`config.mk`:
```
export PLATFORM = sky130hd
export DESIGN_NAME = rbas_ctrl
export DESIGN_NICKNAME = d
export VERILOG_FILES = /design/src/hdl/running_block_average_stats_macros.svh /design/src/hdl/rbas_pkg.sv /design/src/hdl/rbas_ctrl.sv
export SDC_FILE = /design/constraint.sdc
export NUM_CORES = 1
export LEC_CHECK = 0
export ABC_AREA = 1
export BUFFER_PORTS_ARGS = -buffer_cell sky130_fd_sc_hd__buf_2
export CORE_MARGIN = 4
export CORE_UTILIZATION = 25
export CTS_BUF_LIST = sky130_fd_sc_hd__clkbuf_4
export DETAILED_ROUTE_END_ITERATION = 8
export PLACE_DENSITY_LB_ADDON = 0.1
export SYNTH_ARGS = -nofsm -noshare
export SYNTH_HDL_FRONTEND = slang
export SYNTH_SLANG_ARGS = --single-unit
```
`constraint.sdc`:
```
create_clock -name clock -period 2.11 [get_ports clock]
set_input_delay 0 -clock clock [delete_from_list [all_inputs] [get_ports clock]]
set_output_delay 0 -clock clock [all_outputs]
set_load 0.02 [all_outputs]
```
`src/hdl/running_block_average_stats_macros.svh`:
```
// assertion macros for the running block average statistics block
// used by the top level only, no other dependencies
`ifndef RUNNING_BLOCK_AVERAGE_STATS_MACROS_SVH
`define RUNNING_BLOCK_AVERAGE_STATS_MACROS_SVH

// same-cycle implication, disabled during reset
`define RBAS_ASSERT_NOW(label, clk, rst, ante, cons, msg) \
   label: assert property (@(posedge clk) disable iff (rst) (ante) |-> (cons)) \
      else $error(msg);

// next-cycle implication, disabled during reset
`define RBAS_ASSERT_NEXT(label, clk, rst, ante, cons, msg) \
   label: assert property (@(posedge clk) disable iff (rst) (ante) |=> (cons)) \
      else $error(msg);

`endif

```
`src/hdl/rbas_pkg.sv`:
```
// shared types and constants of the running block average statistics block
// no dependencies
package rbas_pkg;

   // payload types
   typedef logic signed [31:0] q16_type;
   typedef logic        [31:0] uq16_type;
   typedef logic        [25:0] trials_type;
   typedef logic        [15:0] blen_type;

   // accumulator and divider widths
   localparam int SUM_W      = 42;
   localparam int DIV_W      = 64;
   localparam int DIV_STEPS  = 4;
   localparam int SQRT_W     = 64;

   localparam logic [SUM_W-1:0] SUM_MAX = {1'b0, {(SUM_W-1){1'b1}}};
   localparam logic [SUM_W-1:0] SUM_MIN = {1'b1, {(SUM_W-1){1'b0}}};
   localparam trials_type       TRIALS_MAX   = 26'h3FF_FFFF;
   localparam logic [31:0]      MEAN_POS_MAX = 32'h7FFF_FFFF;
   localparam logic [31:0]      MEAN_NEG_MAG = 32'h8000_0000;
   localparam logic [SQRT_W-1:0] SQRT_BIT0   = 64'h4000_0000_0000_0000;

   // controller to datapath commands
   typedef struct packed {
      logic load;
      logic square;
      logic accum;
      logic mean_go;
      logic mean_take;
      logic msq_go;
      logic var_calc;
      logic vdiv_go;
      logic sqrt_go;
      logic unc_take;
      logic out_load;
   } cmd_type;

   // datapath to controller status
   typedef struct packed {
      logic div_idle;
      logic sqrt_idle;
      logic multi;
   } status_type;

   // one result item
   typedef struct packed {
      q16_type    running_mean;
      uq16_type   uncertainty;
      trials_type trials_so_far;
      logic       overflow;
   } result_type;

endpackage

```
`src/hdl/rbas_ctrl.sv`:
```
// controller: sequences one item through accumulate, divide and root steps
// depends on rbas_pkg
module rbas_ctrl (
   input  logic                 clock,
   input  logic                 reset,
   input  logic                 req_valid,
   output logic                 req_ready,
   output logic                 rsp_valid,
   input  logic                 rsp_ready,
   input  rbas_pkg::status_type status,
   output rbas_pkg::cmd_type    cmd
);

   typedef enum logic [3:0] {
      S_IDLE,
      S_SQUARE,
      S_ACCUM,
      S_MEAN_GO,
      S_MEAN_RUN,
      S_MSQ_GO,
      S_MSQ_RUN,
      S_VDIV_GO,
      S_VDIV_RUN,
      S_SQRT_RUN,
      S_DONE
   } state_type;

   state_type state_ff, state_in;
   logic      rsp_valid_ff, rsp_valid_in;

   // next state and command decode
   always_comb begin
      state_in     = state_ff;
      cmd          = '0;
      rsp_valid_in = rsp_valid_ff & ~rsp_ready;
      case (state_ff)
         S_IDLE: begin
            if (req_valid) begin
               cmd.load = 1'b1;
               state_in = S_SQUARE;
            end
         end
         S_SQUARE: begin
            cmd.square = 1'b1;
            state_in   = S_ACCUM;
         end
         S_ACCUM: begin
            cmd.accum = 1'b1;
            state_in  = S_MEAN_GO;
         end
         S_MEAN_GO: begin
            cmd.mean_go = 1'b1;
            state_in    = S_MEAN_RUN;
         end
         S_MEAN_RUN: begin
            if (status.div_idle) begin
               cmd.mean_take = 1'b1;
               state_in      = status.multi ? S_MSQ_GO : S_DONE;
            end
         end
         S_MSQ_GO: begin
            cmd.msq_go = 1'b1;
            state_in   = S_MSQ_RUN;
         end
         S_MSQ_RUN: begin
            if (status.div_idle) begin
               cmd.var_calc = 1'b1;
               state_in     = S_VDIV_GO;
            end
         end
         S_VDIV_GO: begin
            cmd.vdiv_go = 1'b1;
            state_in    = S_VDIV_RUN;
         end
         S_VDIV_RUN: begin
            if (status.div_idle) begin
               cmd.sqrt_go = 1'b1;
               state_in    = S_SQRT_RUN;
            end
         end
         S_SQRT_RUN: begin
            if (status.sqrt_idle) begin
               cmd.unc_take = 1'b1;
               state_in     = S_DONE;
            end
         end
         S_DONE: begin
            // hand over once the output register is free or being emptied
            if (!rsp_valid_ff || rsp_ready) begin
               cmd.out_load = 1'b1;
               rsp_valid_in = 1'b1;
               state_in     = S_IDLE;
            end
         end
         default: begin
            state_in = S_IDLE;
         end
      endcase
   end

   // state and registered output valid
   always_ff @(posedge clock) begin
      if (reset) begin
         state_ff     <= S_IDLE;
         rsp_valid_ff <= 1'b0;
      end else begin
         state_ff     <= state_in;
         rsp_valid_ff <= rsp_valid_in;
      end
   end

   assign req_ready = (state_ff == S_IDLE);
   assign rsp_valid = rsp_valid_ff;

endmodule
```
### Yosys cells after proc, flatten, opt, wreduce, memory -nomap -nowiden

Index checks and enable logic that the tools add are counted.

* eq/ne operators: 16
* mux-type cells: 25
* bitwise gates (word level): 2
* reduce and logical (&&, ||, !) cells: 4

Operators by type and width (count)
* 4-bit one-hot mux with 11 select lines: 1
* 4-bit 2-to-1 mux: 7
* 1-bit 2-to-1 mux: 17
* 4-bit by 3-bit == test with 1-bit output (second input constant): 4
* 4-bit == test (second input constant): 3
* 2-bit inequality test (second input constant): 6
* 4-bit by 2-bit == test with 1-bit output (second input constant): 2
* 6-bit AND reduction: 1
* 4-bit by 1-bit == test with 1-bit output (second input constant): 1
* 4-bit zero test: 1
* 1-bit AND: 1
* 1-bit zero test: 1
* 1-bit logical OR: 1
* 1-bit inverter: 1

* register bits: 5
* input port bits: 7
* output and inout port bits: 13

### Logic depth before layout (Yosys ltp)

* depth in word-level cells: 4
* depth in mapped cells: 9
* mapped depth without buffers: 8

### Worst setup path before layout

OpenSTA, ideal clock, no wires.

* path type: register -> register
* from: register state_ff[2]
* to: register state_ff[3]
* library setup time: 115 ps
* arrival time: 1051 ps
* path slack: 944 ps
* cell stages (with the launch flop): 8
* path buffers: 0
* path through: dfxtp_1 inv_2 nor2_4 nand2_1 nand3_2 nand2_4 a21oi_1 nor2_1

* cells in the longest elaborated chain, start to end: 3
* elaborated cells on any way between the ends: 19
* classes of those cells: 16 x eq/ne; 1 x mux; 2 x reduce/logical

Ends and longest elaborated chain
* from (decl): line rbas_ctrl.sv:28 `state_type state_ff, state_in;`
* from (signal assigned): line rbas_ctrl.sv:107 `state_ff <= state_in;`
* 4-bit == test (tied with other cells): line rbas_ctrl.sv:36 `case (state_ff)`
* 2-bit inequality test (no source line)
* 6-bit AND reduction (no source line)

Several ways; a longest one is shown, not always the timed one.
A chain may end at the register's enable or synchronous reset.

==> impl_results.md <==
* Status: finished clean
* Post-cts sizing count at 0
* Reg2Reg Depth at 7
* Placed cell count at 128
* First-pass GRT wire length at 2.22 mm
* Final Wtd Congestion at 0.785
* Synth warn at 0
* CTS clock-pin slew for the worst setup and hold paths at 0.05 ns
* Num CTS Buffers at 3
* Max-Cap Viols at 0
* Clk buf depth at 2
* Synth Area per Inst at 5.71 um^2
* Most frequent cells in the layout: 19 x buf_2, 18 x nand2_1, 13 x nor2_1
* Gr usage total at 11.3%
* LEAKAGE at 0.420 nW
* CTS tree: built
* Fmax at 0.701 GHz
* Critical Path AT at 1.43 ns
* Die area at 2710 um^2
* Largest family of logic cells by synthesized area: simple AND/OR/NAND/NOR gates
* Skew final at 0.00405 ns
* # diodes at 0
* Post-Synth Adder-Cell Area at 0%
* Total congestion overflow at 0
* Avg WL per Cell at 10.3 um
* Finished Layout Cells at 133
* Sequential fraction of the synthesis area at 20.6%
* Post-synthesis mux area share at 0%
* Hold Slack at 0.0641 ns
* Final min period at 1.43 ns
* Nets at 116
* Worst Path Max Fanout at 8
* DRC viols at 0
* Vias per cell at 4.35
* Post-CTS Setup Repair Bufs at 0
* Worst Setup End Kind: output pin
* PwrDens at 1600 nW/um^2
* Vias at 578
* Post-Syn Nets at 92
* Cell area after synthesis at 485 um^2
* Antenna violations before repair at 0
* DR pass1 iterations at 4
* FF-to-FF End: state_ff[3]
* Post-Synth Simple-Gate Area at 59.3%
* CTS Sinks at 5
* Post-DP Area at 604 um^2
* Die Ht at 52.1 um
* Post-synth cell types at 16
* Final setup fails at 0
* Clk_lat worst skew at 0.25 ns
* Root buffer cell: clkbuf_4
* RSZ-0062 raised after global routing: no
* Largest net degree at the start of global routing at 9
* Most common cell after layout, fill and taps aside: buf_2
* Final WL at 1.37 mm
* Setup TNS at 0 ns
* Die width at 52.1 um
* Max IR drop VDD at 696 uV
* Crit Path Class: reg2out
* # IOs at 20
* Critical Path End: cmd[0]
* FP Rows at 15
* Crit path largest cell delay at 0.53 ns
* CP startpoint kind: flip-flop
* CORE AREA at 1780 um^2
* Synth Area in Compound Gates at 6.19%
* Htree depth at 1
* Power, Total at 1.03 mW
* DRT iter0 DRCs at 20
* WP data required at 2.11 ns
* HPWL after DPL at 1.09 mm
* Fin. Hold Viols at 0
* Layout fillers at 205
* Tcrit/Tclk final at 67.6%
* Area growth from synthesis to layout at 32.7%
* Max_slew headroom at 76.0%
* Critical Path, Cell by Cell: inv_2, nor2_2, nand2_2, a21oi_1, buf_2
* CP Launch Point: state_ff[1]
* Least-Margin Pin Slew at 0.359 ns
* Xor and xnor fraction of the mapped netlist area at 0%
* Min-delay worst type: in2reg
* Layout cells sized above 1 at 35.2%
* Initial Util at 27.2%
* Worst reg2reg startpoint: state_ff[1]
* Vias in the first global route at 508
* Post-route cell area at 644 um^2
* R2r setup slk at 0.71 ns
* Slew Limit Fails at 0
* Slowest CP cell: dfxtp_1
* Post-Synthesis Cells at 85
* Port bufs at 19
* Post-synthesis sequential element count at 5
* Final antenna-violating net count at 0
per-layer routing:
layer | vias up | global-route usage [%] | wire [um]
li1 | 310 | - | -
met5 | - | 0 | 0
met4 | 0 | 2.62 | 7
met1 | 246 | 13.8 | 662
met3 | 2 | 5.44 | 125
met2 | 20 | 17.6 | 572
stage by stage:
| step | utilization (%) | setup slack [ns] |
|---|---|---|
| after global routing | 36.1 | 0.555 |
| final | 36.1 | 0.683 |
| after detailed placement | 33.9 | 0.732 |
| after global placement | 33.9 | 0.692 |
| after CTS | 36.1 | 0.671 |
| after floorplan | - | 0.944 |
cells by family after synthesis:
logic type / after synthesis
flops: 5
compound gates: 6
simple gates: 57
buf+inv: 17
how the worst min path moves through the flow:
stage	start	slack, ns	cells after the start	to
final	rsp_ready	0.06	4	rsp_valid
after global routing	rsp_ready	0.08	4	rsp_valid
after CTS	rsp_ready	0.06	4	rsp_valid
after detailed placement	reset	0.17	2	rsp_valid
after global placement	reset	0.18	2	rsp_valid
after floorplan	reset	0.07	1	rsp_valid
final cells by class:
cell class	count	area, um^2	share of cell area [%]
multi-input combinational	63	318	49.3
inverter	16	60.1	9.32
tap	25	31.3	4.85
sequential	5	100	15.5
timing repair buffer	20	105	16.3
clock buffer	4	30.0	4.66
critical path, delay by kind of cell (launching register included):
family,cells,cell delay (ns)
AO/OA/AOI/OAI,1,0.12
buffers and inverters,2,0.27
AND/OR/NAND/NOR,2,0.27
flip-flops,1,0.53
sequential cells by signal, summed over array words and instances, names as in the netlist:
signal / count
state_ff: 4
rsp_valid: 1
repair_timing:
| action | in CTS | in global routing |
|---|---|---|
| hold buffers | 1 | 0 |
| setup endpoints to repair | 0 | 0 |
| hold endpoints to repair | 1 | 0 |
cells in the mapped netlist (all sizes together):
cell type / instances / area share [%]
inv: 16 / 12
nand3: 13 / 14
dfxtp: 5 / 21
nor2: 20 / 22
nand3b: 1 / 1.5
nor3: 1 / 1.0
nand2: 21 / 19
nor4: 1 / 1.3
a21oi: 6 / 6.2
buf: 1 / 1.5
power breakdown:
group | total (mW) | internal, mW | switching (mW)
Sequential | 0.219 | 0.135 | 0.0846
Combinational | 0.687 | 0.236 | 0.451
Clock | 0.126 | 0.0845 | 0.0416
(Power assumes the default switching activity.)
